[config.mk]
export PLATFORM = sky130hd
export DESIGN_NAME = playfair_digraph_encryptor
export DESIGN_NICKNAME = d
export VERILOG_FILES = /design/src/pfe_pkg.sv /design/src/pfe_front.sv /design/src/pfe_queue.sv /design/src/pfe_back.sv /design/src/playfair_digraph_encryptor.sv
export SDC_FILE = /design/constraint.sdc
export NUM_CORES = 1
export LEC_CHECK = 0
export BUFFER_PORTS_ARGS = -buffer_cell sky130_fd_sc_hd__buf_2
export CAP_MARGIN = 20
export CORE_MARGIN = 4
export CORE_UTILIZATION = 55
export CTS_CLUSTER_SIZE = 28
export DETAILED_ROUTE_END_ITERATION = 10
export PLACE_DENSITY_LB_ADDON = 0.12
export SKIP_CTS_REPAIR_TIMING = 1
export SLEW_MARGIN = 30
export SYNTH_ARGS = -nofsm -noshare
export SYNTH_HDL_FRONTEND = slang
export SYNTH_SLANG_ARGS = --single-unit
[constraint.sdc]
create_clock -name clk -period 13 [get_ports clk]
set_clock_uncertainty 0.2 [all_clocks]
set_input_delay 0.65 -clock clk [delete_from_list [all_inputs] [get_ports clk]]
set_output_delay 0.65 -clock clk [all_outputs]
set_load 0.01 [all_outputs]
[src/pfe_pkg.sv]
// Shared types, constants and helper functions of the Playfair digraph encryptor.
`default_nettype none

package pfe_pkg;

    localparam int SIDE        = 5;
    localparam int CELLS       = SIDE * SIDE;
    localparam int NUM_LETTERS = 26;

    localparam logic [4:0] LETTER_J   = 5'd9;
    localparam logic [4:0] CODE_SPACE = 5'd26;
    localparam logic [4:0] LAST_CODE  = 5'd25;
    localparam logic [4:0] FILLER_RST = 5'd23;

    localparam logic [1:0] REQ_CLEAR   = 2'd0;
    localparam logic [1:0] REQ_KEY     = 2'd1;
    localparam logic [1:0] REQ_FINISH  = 2'd2;
    localparam logic [1:0] REQ_MESSAGE = 2'd3;

    typedef enum logic {
        CMD_PLACE,
        CMD_PAIR
    } cmd_kind_t;

    // A place command carries the letter in a and the cell index in b.
    // A pair command carries the two plain letters of one digraph.
    typedef struct packed {
        cmd_kind_t  kind;
        logic [4:0] a;
        logic [4:0] b;
        logic       last;
    } cmd_t;

    // True for a code that sits in a completed square.
    function automatic logic in_alphabet(input logic [4:0] code);
        in_alphabet = (code <= LAST_CODE) && (code != LETTER_J);
    endfunction

    function automatic logic [2:0] pos_row(input logic [4:0] pos);
        logic [2:0] row;
        row = 3'd0;
        if (pos >= 5'd20) begin
            row = 3'd4;
        end else if (pos >= 5'd15) begin
            row = 3'd3;
        end else if (pos >= 5'd10) begin
            row = 3'd2;
        end else if (pos >= 5'd5) begin
            row = 3'd1;
        end
        pos_row = row;
    endfunction

    function automatic logic [4:0] cell_addr(input logic [2:0] row, input logic [2:0] col);
        cell_addr = 5'({row, 2'b00}) + 5'(row) + 5'(col);
    endfunction

    function automatic logic [2:0] pos_col(input logic [4:0] pos);
        logic [4:0] base;
        base    = cell_addr(pos_row(pos), 3'd0);
        pos_col = 3'(pos - base);
    endfunction

    function automatic logic [2:0] next_index(input logic [2:0] idx);
        next_index = (idx == 3'(SIDE - 1)) ? 3'd0 : 3'(idx + 3'd1);
    endfunction

endpackage

`default_nettype wire

[src/pfe_front.sv]
// Front end: accepts items, keeps key and digraph bookkeeping, issues commands.
`default_nettype none

module pfe_front
    import pfe_pkg::*;
(
    input  wire logic       clk,
    input  wire logic       rst_n,
    input  wire logic [4:0] filler,
    input  wire logic       in_valid,
    output logic            in_ready,
    input  wire logic [1:0] req_type,
    input  wire logic [4:0] letter,
    input  wire logic       end_of_message,
    output logic            push_valid,
    output cmd_t            push_cmd,
    input  wire logic       push_ready
);

    typedef enum logic {
        F_IDLE,
        F_WALK
    } front_state_t;

    front_state_t state_reg, state_next;
    logic [NUM_LETTERS-1:0] used_reg, used_next;
    logic [4:0] fill_reg, fill_next;
    logic       ready_reg, ready_next;
    logic       pend_valid_reg, pend_valid_next;
    logic [4:0] pend_letter_reg, pend_letter_next;
    logic [4:0] walk_reg, walk_next;
    logic       slot_a_valid_reg, slot_a_valid_next;
    logic       slot_b_valid_reg, slot_b_valid_next;
    cmd_t       slot_a_reg, slot_a_next;
    cmd_t       slot_b_reg, slot_b_next;

    logic       accept;
    logic       walk_cand;
    logic       d1_hit, d1_ok, d2_ok;
    logic [4:0] d1_b;
    logic       mid_valid;
    logic [4:0] mid_letter;
    cmd_t       d1_cmd, d2_cmd, walk_cmd;

    assign in_ready  = (state_reg == F_IDLE) && !slot_a_valid_reg && !slot_b_valid_reg;
    assign accept    = in_valid && in_ready;
    assign walk_cand = (walk_reg != LETTER_J) && !used_reg[walk_reg];

    always_comb
    begin
        walk_cmd.kind = CMD_PLACE;
        walk_cmd.a    = walk_reg;
        walk_cmd.b    = fill_reg;
        walk_cmd.last = 1'b0;
        push_valid    = slot_a_valid_reg || ((state_reg == F_WALK) && walk_cand);
        push_cmd      = slot_a_valid_reg ? slot_a_reg : walk_cmd;
    end

    // Digraph formation for a message letter.
    always_comb
    begin
        d1_hit     = 1'b0;
        d1_b       = letter;
        mid_valid  = pend_valid_reg;
        mid_letter = pend_letter_reg;
        if (letter != CODE_SPACE) begin
            if (!pend_valid_reg) begin
                mid_valid  = 1'b1;
                mid_letter = letter;
            end else if (pend_letter_reg == letter) begin
                d1_hit = 1'b1;
                d1_b   = filler;
            end else begin
                d1_hit     = 1'b1;
                mid_valid  = 1'b0;
                mid_letter = 5'd0;
            end
        end
        d1_ok = d1_hit && in_alphabet(pend_letter_reg) && in_alphabet(d1_b);
        d2_ok = end_of_message && mid_valid && in_alphabet(mid_letter) && in_alphabet(filler);

        d1_cmd.kind = CMD_PAIR;
        d1_cmd.a    = pend_letter_reg;
        d1_cmd.b    = d1_b;
        d1_cmd.last = !d2_ok;
        d2_cmd.kind = CMD_PAIR;
        d2_cmd.a    = mid_letter;
        d2_cmd.b    = filler;
        d2_cmd.last = 1'b1;
    end

    always_comb
    begin
        state_next        = state_reg;
        used_next         = used_reg;
        fill_next         = fill_reg;
        ready_next        = ready_reg;
        pend_valid_next   = pend_valid_reg;
        pend_letter_next  = pend_letter_reg;
        walk_next         = walk_reg;
        slot_a_valid_next = slot_a_valid_reg;
        slot_b_valid_next = slot_b_valid_reg;
        slot_a_next       = slot_a_reg;
        slot_b_next       = slot_b_reg;

        // Drain the command slots in order.
        if (slot_a_valid_reg && push_ready) begin
            slot_a_next       = slot_b_reg;
            slot_a_valid_next = slot_b_valid_reg;
            slot_b_valid_next = 1'b0;
        end

        // Completion walk over the alphabet, one letter a cycle while the queue takes each placed letter.
        if (state_reg == F_WALK) begin
            if (!walk_cand || push_ready) begin
                if (walk_cand) begin
                    used_next[walk_reg] = 1'b1;
                    fill_next           = fill_reg + 5'd1;
                end
                if (walk_reg == LAST_CODE) begin
                    state_next = F_IDLE;
                    ready_next = 1'b1;
                end else begin
                    walk_next = walk_reg + 5'd1;
                end
            end
        end

        if (accept) begin
            case (req_type)
                REQ_CLEAR:
                begin
                    used_next        = '0;
                    fill_next        = 5'd0;
                    ready_next       = 1'b0;
                    pend_valid_next  = 1'b0;
                    pend_letter_next = 5'd0;
                end
                REQ_KEY:
                begin
                    if (!ready_reg && in_alphabet(letter) && !used_reg[letter]) begin
                        slot_a_next.kind    = CMD_PLACE;
                        slot_a_next.a       = letter;
                        slot_a_next.b       = fill_reg;
                        slot_a_next.last    = 1'b0;
                        slot_a_valid_next   = 1'b1;
                        used_next[letter]   = 1'b1;
                        fill_next           = fill_reg + 5'd1;
                    end
                end
                REQ_FINISH:
                begin
                    if (!ready_reg) begin
                        state_next = F_WALK;
                        walk_next  = 5'd0;
                    end
                end
                REQ_MESSAGE:
                begin
                    if (ready_reg) begin
                        if (d2_ok) begin
                            pend_valid_next  = 1'b0;
                            pend_letter_next = 5'd0;
                        end else if (end_of_message && mid_valid) begin
                            pend_valid_next  = 1'b0;
                            pend_letter_next = 5'd0;
                        end else begin
                            pend_valid_next  = mid_valid;
                            pend_letter_next = mid_letter;
                        end
                        if (d1_ok) begin
                            slot_a_next       = d1_cmd;
                            slot_a_valid_next = 1'b1;
                            slot_b_next       = d2_cmd;
                            slot_b_valid_next = d2_ok;
                        end else begin
                            slot_a_next       = d2_cmd;
                            slot_a_valid_next = d2_ok;
                        end
                    end
                end
                default:
                begin
                end
            endcase
        end
    end

    always_ff @(posedge clk or negedge rst_n)
    begin
        if (!rst_n) begin
            state_reg        <= F_IDLE;
            used_reg         <= '0;
            fill_reg         <= 5'd0;
            ready_reg        <= 1'b0;
            pend_valid_reg   <= 1'b0;
            pend_letter_reg  <= 5'd0;
            walk_reg         <= 5'd0;
            slot_a_valid_reg <= 1'b0;
            slot_b_valid_reg <= 1'b0;
        end else begin
            state_reg        <= state_next;
            used_reg         <= used_next;
            fill_reg         <= fill_next;
            ready_reg        <= ready_next;
            pend_valid_reg   <= pend_valid_next;
            pend_letter_reg  <= pend_letter_next;
            walk_reg         <= walk_next;
            slot_a_valid_reg <= slot_a_valid_next;
            slot_b_valid_reg <= slot_b_valid_next;
        end
    end

    always_ff @(posedge clk)
    begin
        slot_a_reg <= slot_a_next;
        slot_b_reg <= slot_b_next;
    end

endmodule

`default_nettype wire

[src/pfe_queue.sv]
// Command queue between the front end and the back end.
`default_nettype none

module pfe_queue
    import pfe_pkg::*;
#(
    parameter int DEPTH = 4
)
(
    input  wire logic clk,
    input  wire logic rst_n,
    input  wire logic push_valid,
    input  cmd_t      push_cmd,
    output logic      push_ready,
    output logic      pop_valid,
    output cmd_t      pop_cmd,
    input  wire logic pop_ready
);

    localparam int PTR_W = (DEPTH > 1) ? $clog2(DEPTH) : 1;
    localparam int CNT_W = $clog2(DEPTH + 1);

    cmd_t             entries [DEPTH];
    logic [PTR_W-1:0] wr_ptr_reg, wr_ptr_next;
    logic [PTR_W-1:0] rd_ptr_reg, rd_ptr_next;
    logic [CNT_W-1:0] count_reg, count_next;
    logic             do_push, do_pop;

    assign push_ready = (count_reg != CNT_W'(DEPTH));
    assign pop_valid  = (count_reg != '0);
    assign pop_cmd    = entries[rd_ptr_reg];
    assign do_push    = push_valid && push_ready;
    assign do_pop     = pop_valid && pop_ready;

    always_comb
    begin
        wr_ptr_next = wr_ptr_reg;
        rd_ptr_next = rd_ptr_reg;
        count_next  = count_reg;
        if (do_push) begin
            wr_ptr_next = (wr_ptr_reg == PTR_W'(DEPTH - 1)) ? '0 : wr_ptr_reg + PTR_W'(1);
        end
        if (do_pop) begin
            rd_ptr_next = (rd_ptr_reg == PTR_W'(DEPTH - 1)) ? '0 : rd_ptr_reg + PTR_W'(1);
        end
        if (do_push && !do_pop) begin
            count_next = count_reg + CNT_W'(1);
        end else if (do_pop && !do_push) begin
            count_next = count_reg - CNT_W'(1);
        end
    end

    always_ff @(posedge clk or negedge rst_n)
    begin
        if (!rst_n) begin
            wr_ptr_reg <= '0;
            rd_ptr_reg <= '0;
            count_reg  <= '0;
        end else begin
            wr_ptr_reg <= wr_ptr_next;
            rd_ptr_reg <= rd_ptr_next;
            count_reg  <= count_next;
        end
    end

    always_ff @(posedge clk)
    begin
        if (do_push) begin
            entries[wr_ptr_reg] <= push_cmd;
        end
    end

endmodule

`default_nettype wire

[src/pfe_back.sv]
// Back end: owns the key square memories and encrypts digraphs.
`default_nettype none

module pfe_back
    import pfe_pkg::*;
(
    input  wire logic       clk,
    input  wire logic       rst_n,
    input  wire logic       pop_valid,
    input  cmd_t            pop_cmd,
    output logic            pop_ready,
    output logic            out_valid,
    input  wire logic       out_ready,
    output logic [4:0]      cipher_letter,
    output logic            last_of_run
);

    typedef enum logic [2:0] {
        B_IDLE,
        B_LOOKUP,
        B_FETCH,
        B_SEND_X,
        B_SEND_Y
    } back_state_t;

    logic [4:0] square_cells    [CELLS];
    logic [4:0] letter_position [NUM_LETTERS];

    back_state_t state_reg;
    logic        out_valid_reg;
    logic [4:0]  out_letter_reg;
    logic        out_last_reg;
    logic        last_reg;
    logic [4:0]  y_reg;
    logic [4:0]  pos_a_reg, pos_b_reg;
    logic [4:0]  cell_x_reg, cell_y_reg;

    logic        take;
    logic [2:0]  ra, ca, rb, cb;
    logic [4:0]  addr_x, addr_y;

    assign pop_ready     = (state_reg == B_IDLE);
    assign take          = pop_valid && pop_ready;
    assign out_valid     = out_valid_reg;
    assign cipher_letter = out_letter_reg;
    assign last_of_run   = out_last_reg;

    // Playfair rules on the two looked-up positions.
    always_comb
    begin
        ra = pos_row(pos_a_reg);
        ca = pos_col(pos_a_reg);
        rb = pos_row(pos_b_reg);
        cb = pos_col(pos_b_reg);
        if (ra == rb) begin
            addr_x = cell_addr(ra, next_index(ca));
            addr_y = cell_addr(rb, next_index(cb));
        end else if (ca == cb) begin
            addr_x = cell_addr(next_index(ra), ca);
            addr_y = cell_addr(next_index(rb), cb);
        end else begin
            addr_x = cell_addr(ra, cb);
            addr_y = cell_addr(rb, ca);
        end
    end

    always_ff @(posedge clk)
    begin
        if (take && (pop_cmd.kind == CMD_PLACE)) begin
            square_cells[pop_cmd.b]    <= pop_cmd.a;
            letter_position[pop_cmd.a] <= pop_cmd.b;
        end
        if (take && (pop_cmd.kind == CMD_PAIR)) begin
            pos_a_reg <= letter_position[pop_cmd.a];
            pos_b_reg <= letter_position[pop_cmd.b];
            last_reg  <= pop_cmd.last;
        end
        if (state_reg == B_LOOKUP) begin
            cell_x_reg <= square_cells[addr_x];
            cell_y_reg <= square_cells[addr_y];
        end
    end

    always_ff @(posedge clk or negedge rst_n)
    begin
        if (!rst_n) begin
            state_reg      <= B_IDLE;
            out_valid_reg  <= 1'b0;
            out_letter_reg <= 5'd0;
            out_last_reg   <= 1'b0;
            y_reg          <= 5'd0;
        end else begin
            case (state_reg)
                B_IDLE:
                begin
                    if (take && (pop_cmd.kind == CMD_PAIR)) begin
                        state_reg <= B_LOOKUP;
                    end
                end
                B_LOOKUP:
                begin
                    state_reg <= B_FETCH;
                end
                B_FETCH:
                begin
                    out_valid_reg  <= 1'b1;
                    out_letter_reg <= cell_x_reg;
                    out_last_reg   <= 1'b0;
                    y_reg          <= cell_y_reg;
                    state_reg      <= B_SEND_X;
                end
                B_SEND_X:
                begin
                    if (out_ready) begin
                        out_letter_reg <= y_reg;
                        out_last_reg   <= last_reg;
                        state_reg      <= B_SEND_Y;
                    end
                end
                B_SEND_Y:
                begin
                    if (out_ready) begin
                        out_valid_reg <= 1'b0;
                        state_reg     <= B_IDLE;
                    end
                end
                default:
                begin
                    state_reg <= B_IDLE;
                end
            endcase
        end
    end

endmodule

`default_nettype wire

[src/playfair_digraph_encryptor.sv]
// Top level of the Playfair digraph encryptor: filler register and the three parts.
//
//   channel  | handshake           | payload
//   ---------+---------------------+---------------------------------------------
//   input    | in_valid / in_ready | req_type[1:0], letter[4:0], end_of_message
//   output   | out_valid/out_ready | cipher_letter[4:0], last_of_run
//   config   | cfg_we              | cfg_wdata[4:0] (filler letter)
//
// The front end takes an item and then issues its commands one by one into the queue; it takes
// no new item until they are all issued. Finishing the key holds the input while the alphabet
// is walked. The back end takes a digraph through position lookup, cell lookup, output load and
// two output beats, and takes no new command until the second beat is sent; a square write is
// done as the command is taken. Reset clears all control state and sets the filler to x; the
// square memories are not cleared. A stalled output only holds the back end: the command queue
// lets the front end keep taking items until the queue fills.
`default_nettype none

module playfair_digraph_encryptor
    import pfe_pkg::*;
#(
    parameter int QUEUE_DEPTH = 4
)
(
    input  wire logic       clk,
    input  wire logic       rst_n,
    input  wire logic       cfg_we,
    input  wire logic [4:0] cfg_wdata,
    input  wire logic       in_valid,
    output logic            in_ready,
    input  wire logic [1:0] req_type,
    input  wire logic [4:0] letter,
    input  wire logic       end_of_message,
    output logic            out_valid,
    input  wire logic       out_ready,
    output logic [4:0]      cipher_letter,
    output logic            last_of_run
);

    logic [4:0] filler_reg;

    logic push_valid, push_ready;
    cmd_t push_cmd;
    logic pop_valid, pop_ready;
    cmd_t pop_cmd;

    // The filler letter is to be written only while the block is idle; the block does not enforce it.
    always_ff @(posedge clk or negedge rst_n)
    begin
        if (!rst_n)
        begin
            filler_reg <= FILLER_RST;
        end
        else if (cfg_we)
        begin
            filler_reg <= cfg_wdata;
        end
    end

    // Front end: key bookkeeping, digraph pairing and command issue.
    pfe_front u_front (
        .clk            (clk),
        .rst_n          (rst_n),
        .filler         (filler_reg),
        .in_valid       (in_valid),
        .in_ready       (in_ready),
        .req_type       (req_type),
        .letter         (letter),
        .end_of_message (end_of_message),
        .push_valid     (push_valid),
        .push_cmd       (push_cmd),
        .push_ready     (push_ready)
    );

    // Commands keep their order, so square writes and digraph reads never cross.
    pfe_queue #(
        .DEPTH (QUEUE_DEPTH)
    ) u_queue (
        .clk        (clk),
        .rst_n      (rst_n),
        .push_valid (push_valid),
        .push_cmd   (push_cmd),
        .push_ready (push_ready),
        .pop_valid  (pop_valid),
        .pop_cmd    (pop_cmd),
        .pop_ready  (pop_ready)
    );

    // Back end: square memories and digraph encryption.
    pfe_back u_back (
        .clk           (clk),
        .rst_n         (rst_n),
        .pop_valid     (pop_valid),
        .pop_cmd       (pop_cmd),
        .pop_ready     (pop_ready),
        .out_valid     (out_valid),
        .out_ready     (out_ready),
        .cipher_letter (cipher_letter),
        .last_of_run   (last_of_run)
    );

endmodule

`default_nettype wire
=== Yosys cells after proc, flatten, opt, wreduce, memory -nomap -nowiden ===
Memory sizes are Yosys's and may differ from the RTL's. A register that Yosys moved wholly into a read port is not among the register bits.
Index checks and enable logic that the tools add are counted.

* Flip-flop bits (word level): 96
* Bits in writable memories: 303
* Bits of input ports: 18
* Output and inout port bits: 8
* Logic and storage cells: 257
* Memories kept: 3

{| class="wikitable"
|+ Memory list
! name !! depth !! bits a word !! rd ports !! clocked after Yosys merged registers in !! write ports !! RTL line !! source
|-
| u_back.letter_position || 26 || 5 || 2 || 2 || 1 || pfe_back.sv:27 || <nowiki>logic [4:0] letter_position [NUM_LETTERS];</nowiki>
|-
| u_back.square_cells || 25 || 5 || 2 || 2 || 1 || pfe_back.sv:26 || <nowiki>logic [4:0] square_cells [CELLS];</nowiki>
|-
| u_queue.entries || 4 || 12 || 1 || 0 || 1 || pfe_queue.sv:23 || <nowiki>cmd_t entries [DEPTH];</nowiki>
|}

* Add/subtract/negate cells: 22
* $lt $le $gt $ge: 17
* Eq/ne operators: 29
* Mux-type cells: 108
* Bitwise logic cells: 4
* Reduce and logical (&&, ||, !) cells: 49

{| class="wikitable"
|+ Operators with widths
! cell !! count
|-
| $mux 26 || 5
|-
| $mux 5 || 25
|-
| $mux 12 || 5
|-
| $or 26x26->26 || 2
|-
| $pmux 26 s2 || 1
|-
| $add 5x3->5 || 10
|-
| $mux 3 || 15
|-
| $mux 1 || 41
|-
| $ne 5x4->1 const B || 6
|-
| $pmux 5 s2 || 3
|-
| $logic_and 1x1->1 || 26
|-
| $le 5x5->1 const B || 5
|-
| $pmux 12 s2 || 1
|-
| $ge 5x4->1 const B || 4
|-
| $add 3x1->3 const B || 5
|-
| $eq 3x3->1 const B || 5
|-
| $pmux 3 s5 || 1
|-
| $lt 5x6->1 const B || 2
|-
| $mux 11 || 1
|-
| $add 5x1->5 const B || 2
|-
| $bmux 1 s5 || 2
|-
| $demux 1 s5 || 2
|-
| $ge 5x1->1 const B || 2
|-
| $ge 5x3->1 const B || 2
|-
| 27 further kinds || 56
|}

=== Longest topological paths before layout ===
Gate-level depths: netlist of run 1.

* Depth in word-level cells: 13
* Depth in mapped cells: 23
* Gate-level depth less buffers: 22

=== Cells and area by module ===
From an unflattened synthesis of run 1, not the netlist that was laid out.

* Cells, all modules: 1789
* Area, all modules: 22263.9 sq um

{| class="wikitable"
|+ Modules (own cells, without submodules)
! module !! times used !! cells each !! area an instance (sq um) !! seq. area each (sq um)
|-
| pfe_back || 1 || 1204 || 15487.4 || 8663.3
|-
| pfe_front || 1 || 476 || 4416.7 || 1691.6
|-
| pfe_queue || 1 || 99 || 2173.3 || 1616.6
|-
| playfair_digraph_encryptor || 1 || 10 || 186.4 || 130.1
|}

=== Worst setup path before layout of run 1 ===
OpenSTA, ideal clock, no wires.

* Path type: reg-to-reg
* From: register u_back.pos_a_reg[3], read port of u_back.letter_position
* To: register u_back.cell_x_reg[0], read port of u_back.square_cells, data pin
* Setup time: 267 ps
* Arrival time: 4819 ps
* Data required time: 12533 ps
* Path slack: 7713 ps
* Cell stages (with the launch flop): 22
* Buffers on the path: 0
* Period minus slack after synthesis: 5287 ps
* Cells stage by stage: edfxtp_1 nand2b_1 o22ai_1 nor2_1 nor2_1 ha_1 inv_1 fa_1 and3_1 a221o_1 nor3_4 fa_1 ha_1 a21o_1 a21oi_1 xor2_1 nand3_1 a31oi_1 and4_1 inv_1 nor4_1 nor4_2

* Cells in the longest elaborated chain, start to end: 11
* Elaborated cells between the ends (all ways): 24
* Those cells by class: add/sub: 8; order compare: 4; eq/ne: 4; mux: 8

{| class="wikitable"
|+ Ends and longest elaborated chain
! element !! RTL line !! source
|-
| from (decl) || pfe_back.sv:35 || <nowiki>logic [4:0] pos_a_reg, pos_b_reg;</nowiki>
|-
| $ge 5x3->1 || pfe_pkg.sv:48 || <nowiki>end else if (pos >= 5'd5) begin</nowiki>
|-
| $mux 1 || pfe_pkg.sv:48 ||
|-
| $mux 3 || pfe_pkg.sv:46 || <nowiki>end else if (pos >= 5'd10) begin</nowiki>
|-
| $mux 3 || pfe_pkg.sv:44 || <nowiki>end else if (pos >= 5'd15) begin</nowiki>
|-
| $mux 3 (*) || pfe_pkg.sv:42 || <nowiki>if (pos >= 5'd20) begin</nowiki>
|-
| $add 5x3->5, or another cell as far along || pfe_pkg.sv:55 || <nowiki>cell_addr = 5'({row, 2'b00}) + 5'(row) + 5'(col);</nowiki>
|-
| $sub 3x3->3 or $mux 3 (tied branches) || pfe_pkg.sv:61, pfe_pkg.sv:65 ||
|-
| $add 3x1->3, or another cell as far along || pfe_pkg.sv:65 || <nowiki>next_index = (idx == 3'(SIDE - 1)) ? 3'd0 : 3'(idx + 3'd1);</nowiki>
|-
| $mux 3 or $add 5x3->5 (tied branches) || pfe_pkg.sv:65, pfe_pkg.sv:55 ||
|-
| $add 5x3->5 or $mux 5 (tied branches) || pfe_pkg.sv:55, pfe_back.sv:58 ||
|-
| $mux 5 (*) || pfe_back.sv:55 || <nowiki>if (ra == rb) begin</nowiki>
|-
| to (decl) || pfe_back.sv:36 || <nowiki>logic [4:0] cell_x_reg, cell_y_reg;</nowiki>
|}

Every way passes the cells marked *; elsewhere a longest branch is shown, timed or not.
A chain may end at the register's enable or synchronous reset.

=== Worst setup path in the final report of run 1 ===
* From: register u_back.pos_a_reg[2], read port of u_back.letter_position
* To: register u_back.cell_x_reg[1], read port of u_back.square_cells, data pin

* Cells in the longest elaborated chain, start to end: 11
* Elaborated cells between the ends (all ways): 24
* Those cells by class: add/sub: 8; order compare: 4; eq/ne: 4; mux: 8

{| class="wikitable"
|+ Ends and longest elaborated chain
! element !! RTL line
|-
| $ge 5x3->1 || pfe_pkg.sv:48
|-
| $mux 1 || pfe_pkg.sv:48
|-
| $mux 3 || pfe_pkg.sv:46
|-
| $mux 3 || pfe_pkg.sv:44
|-
| $mux 3 || pfe_pkg.sv:42
|-
| $add 5x3->5, or another cell as far along || pfe_pkg.sv:55
|-
| $sub 3x3->3 or $mux 3 (tied branches) || pfe_pkg.sv:61, pfe_pkg.sv:65
|-
| $add 3x1->3, or another cell as far along || pfe_pkg.sv:65
|-
| $mux 3 or $add 5x3->5 (tied branches) || pfe_pkg.sv:65, pfe_pkg.sv:55
|-
| $add 5x3->5 or $mux 5 (tied branches) || pfe_pkg.sv:55, pfe_back.sv:58
|-
| $mux 5 (*) || pfe_back.sv:55
|}

Marked as above.

==> results of run 1 <==
-- synthesized netlist by cell type (10+ instances only) --
| cell | count |
|---|---|
| inv_1 | 42 |
| and2_1 | 13 |
| clkbuf_1 | 55 |
| fa_1 | 11 |
| nand2b_1 | 25 |
| o22ai_1 | 33 |
| dfrtp_1 | 69 |
| buf_2 | 16 |
| nor3_1 | 24 |
| edfxtp_1 | 334 |
| ha_1 | 41 |
| nand3b_1 | 11 |
| a21oi_1 | 49 |
| xor2_1 | 17 |
| nor3b_1 | 10 |
| o21ai_0 | 53 |
| a21o_1 | 13 |
| nand3_1 | 24 |
| mux4_1 | 19 |
| mux4_2 | 84 |
| nor2b_1 | 26 |
| nand2_1 | 74 |
| nor4_2 | 10 |
| a211oi_1 | 20 |
| mux2_2 | 39 |
| a22o_1 | 12 |
| dfxtp_1 | 12 |
| nor2_1 | 174 |
| mux2i_1 | 131 |
| a221oi_1 | 22 |
-- critical path: stages (launching register included) --
cell and delay, ps:
edfxtp_1 510, o21ai_0 530, o21ai_0 490, fa_1 580, and3_1 160, a221o_1 300, nor3_4 380, fa_1 490
inv_1 90, fa_1 390, nand2_1 70, o21ai_0 130, o22ai_4 720, nand2b_1 260, o22ai_1 130, nor4_1 390
nor4_2 110
-- cells in the final DEF (no fill, tap or decap), types with 13 or more instances in the layout --
master | synthesis | routed
edfxtp_1 | 334 | 334
nor2_1 | 174 | 172
mux2i_1 | 131 | 131
mux4_2 | 84 | 82
nand2_1 | 74 | 74
dfrtp_1 | 69 | 68
o21ai_0 | 53 | 53
a21oi_1 | 49 | 49
clkbuf_16 | 0 | 45
inv_1 | 42 | 42
ha_1 | 41 | 41
mux2_2 | 39 | 39
o22ai_1 | 33 | 33
nor2b_1 | 26 | 26
nand2b_1 | 25 | 25
nand3_1 | 24 | 24
nor3_1 | 24 | 24
buf_2 | 16 | 24
a221oi_1 | 22 | 22
a211oi_1 | 20 | 20
mux4_1 | 19 | 19
buf_4 | 6 | 19
xor2_1 | 17 | 17
and2_1 | 13 | 13
a21o_1 | 13 | 13
clkbuf_1 | 55 | 13
-- routing by layer --
metal,global-route usage (%),vias up,wire length (um)
met4,6.07,2,1190
met1,34.2,7016,22400
li1,-,6309,-
met2,39.2,474,25500
met3,3.73,94,3100
met5,0,-,13
-- final cells by class --
type,count,area [um2]
repair buffers,45,284
inverters,42,158
flip-flops and latches,419,12100
clock inverters,20,189
multi-input cells,1068,9290
clock buffers,58,1170
well taps,518,648
fillers,2974,15300
-- through the flow --
step / std cells / worst slack [ps] / hold WS, ps / area (um2)
6_report: 2170 / 6790 / 103 / 23800
2_1_floorplan: 1620 / 7710 / 154 / 22000
3_5_place_dp: 2091 / 6810 / 265 / 22500
4_1_cts: 2169 / 6800 / 70.7 / 23800
3_3_place_gp: 2091 / 6710 / 256 / 22400
5_1_grt: 2170 / 6350 / 99.0 / 23800
-- worst min-delay path by stage --
stage                            endpoint  depth (start not counted)
6_report           u_front.pend_valid_reg                          2
5_1_grt            u_front.pend_valid_reg                          2
4_1_cts        u_front.pend_letter_reg[1]                          1
3_5_place_dp      u_back.cipher_letter[4]                          1
3_3_place_gp      u_back.cipher_letter[4]                          1
2_1_floorplan               filler_reg[3]                          0
-- kinds of logic after synthesis --
family / Yosys count / share of synthesized area (%)
AOI/OAI and AO/OA: 265 / 8.37
xor gates and xnor gates: 28 / 1.18
adders and majority gates: 52 / 3.34
buffers and inverters: 133 / 2.77
DFF: 419 / 55.1
muxes: 273 / 18.8
and+or+nand+nor: 450 / 10.4
==> impl_metrics.tcl, run 1 <==
set metrics [dict create \
    setup_violations 0 \
    status "complete, no violations" \
    wirelength_um 52200 \
    via_per_inst 6.40 \
    areaGrowthSynthToFinish_pct 8.53 \
    num_vias 13900 \
    routedWlPerCell_um 24.1 \
    antenna_found_initial 1 \
    nets 1690 \
    r2r-start "u_back.pos_a_reg[2]" \
    die_width_um 208 \
    ys_seq_elements 419 \
    io_buffers 25 \
    critical_path_arrival_ps 6300 \
    dr.pass1.iters 5 \
    synth_flop_cell "edfxtp_1" \
    relSlewSlack_pct 35.9 \
    avgSynthCellArea_um2 13.6 \
    synthTopCellsByArea "edfxtp_1 (46%), mux4_2 (8.6%), dfrtp_1 (7.9%)" \
    dpl.hpwl_um 35200 \
    place_congestion 0.922 \
    hold_violations 0 \
    start_kind "register" \
    die_h_um 208 \
    grt_start_max_net_pins 74 \
    holdCritPathClass "input port to register" \
    netlist_area_um2 22000 \
    hp-start "end_of_message" \
    clkLatencyLatePin_ps 560 \
    numCtsBuffers 44 \
    grt.overflow.total 0 \
    grt_pass1_vias 13900 \
    rrSetupSlack_ps 6790 \
    ant_nets 0 \
    tns_ps 0 \
    synth_top_area_share_pct 45.6 \
    path_clk_slew_ps 60 \
    netlist_instances 1620 \
    async_reset_ff_share_pct 17.4 \
    max_freq_mhz 161 \
    ios 26 \
    clock-sinks 419 \
    yosysSeqAreaShare_pct 55.1 \
    largest_register_ffs 130 \
    largestRegisters "u_back.letter_position: 130 flops, u_back.square_cells: 125 flops, u_queue.entries: 48 flops" \
    grt_pass1_wl_um 81900 \
    clock_path_buffers 3 \
    antennaDiodeCount 0 \
    period_needed_ps 6210 \
    initial_core_util_pct 56.2 \
    required_ps 13090 \
    final_util_pct 61.0 \
    yosys.area.top_type "edfxtp_1" \
    tightest_slew_ps 954 \
    cts-root-buf "clkbuf_16" \
    drv_cap 0 \
    grtUsageTotal_pct 24.0 \
    r2r_end "u_back.cell_x_reg[1]" \
    syn_nets 1690 \
    die_area_um2 43200 \
    crit_start "u_back.pos_a_reg[2]" \
    first_iter_violations 1256 \
    yosysWarnings 0 \
    reg2regPathDepth 16 \
    ys_types 79 \
    synth-edff-count 334 \
    cts_tree "built" \
    critPathCaptureType "register" \
    rsz0062_at_grt "no" \
    finalMaxSlewViolations 0 \
    h-tree-depth 2 \
    core_area_um2 39100 \
    worstPathMaxFanout 24 \
    fin_crit_sh_pct 47.8 \
    layout-drive-gt1-share_pct 15.7 \
    rows 72 \
    largest_register "u_back.letter_position" \
    drcViolationCount 0 \
    cp-endpoint "u_back.cell_x_reg[1]" \
    worstSetupPathType "register to register" \
]
Power of run 1 is not shown: default switching activity piles up to over one toggle a cycle in this logic, so the estimate is an artifact.
==> run 2: changes to the inputs <==
Clock period 13 ns to 6.35 ns, I/O delays scaled along.
==> run 2 against run 1 <==
Routed wire length grew 1.9%. Critical path depth grew 5. Flip-flop and latch count is the same. Setup slack lost 6400 ps.
==> impl_metrics.tcl, run 2 (synthesis gave the netlist of run 1 again) <==
set metrics [dict create \
    antenna_found_initial 0 \
    critPathCaptureType "register" \
    rrSetupSlack_ps 420 \
    place_congestion 0.941 \
    largestRegisters "u_back.letter_position: 130 flops, u_back.square_cells: 125 flops, u_queue.entries: 48 flops" \
    clock_path_buffers 3 \
    max_freq_mhz 169 \
    largest_register_ffs 130 \
    holdCritPathClass "input port to asynchronous set/reset pin" \
    tightest_slew_ps 901 \
    grt_pass1_wl_um 81700 \
    numCtsBuffers 45 \
    wirelength_um 53200 \
    dr.pass1.iters 5 \
    path_clk_slew_ps 60 \
    areaGrowthSynthToFinish_pct 10.3 \
    clock-sinks 419 \
    io_buffers 25 \
    via_per_inst 6.40 \
    cts_tree "built" \
    dpl.hpwl_um 35800 \
    hold_violations 0 \
    nets 1717 \
    grt_pass1_vias 13800 \
    path_cells "nor2b_1, a2bb2oi_1, and2_1, nor2_2, ha_1, inv_1, fa_1, and3_1, a221oi_1, o311a_2, fa_1, ha_1, a21o_1, a21oi_1, xor2_1, nand3_1, a31oi_1, and4_1, inv_1, a211oi_1, nor4_2" \
    rsz0062_at_grt "no" \
    setup_violations 0 \
    met1_usage_pct 34.2 \
    grt_busiest_layer "met2" \
    antennaDiodeCount 0 \
    worstPathMaxFanout 6 \
    critical_path_arrival_ps 6040 \
    grt.overflow.total 0 \
    layout_common_cells "edfxtp_1 (334), nor2_1 (171), mux2i_1 (131)" \
    cpPeakStageDelay_ps 480 \
    ant_nets 0 \
    clkLatencyLatePin_ps 580 \
    grt.met3_usage_pct 3.79 \
    ios 26 \
    die_width_um 208 \
    grtUsageTotal_pct 24.2 \
    routedWlPerCell_um 24.2 \
    first_iter_violations 1369 \
    status "complete, no violations" \
    required_ps 6460 \
    largest_register "u_back.letter_position" \
    h-tree-depth 2 \
    drcViolationCount 0 \
    start_kind "register" \
    grt_start_max_net_pins 62 \
    rows 72 \
    num_vias 14100 \
    worst-path-buf-inv 2 \
    fin_crit_sh_pct 93.4 \
    finalMaxSlewViolations 0 \
    final_common_cell "edfxtp_1" \
    drv_cap 0 \
    die_area_um2 43200 \
    worstSetupPathType "register to register" \
    cts-root-buf "clkbuf_16" \
    critPathSlowestCell "edfxtp_1" \
    grtUsageMet2_pct 38.6 \
    cpLargestDelayFamily "compound AO/OA/AOI/OAI gates" \
    layout-drive-gt1-share_pct 16.8 \
    relSlewSlack_pct 39.5 \
    period_needed_ps 5930 \
    tns_ps 0 \
    initial_core_util_pct 56.2 \
    core_area_um2 39100 \
    die_h_um 208 \
]
-- run 2: final cells by class --
| class | count | area [um2] |
|---|---|---|
| clock buffers | 52 | 1170 |
| flip-flops and latches | 419 | 12100 |
| fillers | 3012 | 14900 |
| clock inverters | 30 | 264 |
| inverters | 42 | 158 |
| well taps | 518 | 648 |
| repair buffers | 71 | 573 |
| multi-input cells | 1068 | 9310 |
-- run 2: path summary, 6_finish.rpt --
check | start | endpoint | cells past startpoint
min reg2reg | u_back.cell_y_reg[4] | u_back.y_reg[4] | 1
max | u_back.pos_b_reg[3] | u_back.cell_y_reg[3] | 21
max in group asynchronous | rst_n | u_front.fill_reg[4] | 3
min | rst_n | filler_reg[0] | 2
min in group clk | letter[2] | u_front.slot_a_reg[8] | 2
max reg2reg | u_back.pos_b_reg[3] | u_back.cell_y_reg[3] | 21
-- run 2: metal layers --
metal  up-vias  wire [um]  part of all wire, %
met4         0       1790                  3.4
met5         -          0                    0
met2       509      25500                   48
met1      7083      22400                   42
met3       115       3500                  6.6
li1       6370          -                    -
-- run 2: worst reg2reg max path, stage by stage (launching register included) --
cell and delay, ps:
edfxtp_1 480, nor2b_1 210, a2bb2oi_1 200, and2_1 240, nor2_2 240, ha_1 180
inv_1 40, fa_1 420, and3_1 170, a221oi_1 220, o311a_2 390, fa_1 470
ha_1 300, a21o_1 170, a21oi_1 160, xor2_1 170, nand3_1 90, a31oi_1 360
and4_1 250, inv_1 110, a211oi_1 480, nor4_2 100
-- run 2: through the flow --
stage,instance area [um2],hold slack [ps],cells,util [%],worst slack [ps]
2_1_floorplan,22000,-178,1620,-,1060
3_3_place_gp,22500,-21.2,2096,57.6,305
3_5_place_dp,22500,-17.0,2097,57.7,217
4_1_cts,24000,-643,2179,61.3,227
5_1_grt,24200,78.6,2200,62.0,2.89
6_report,24200,69.0,2200,62.0,419
Power of run 2 is left out for the same reason.
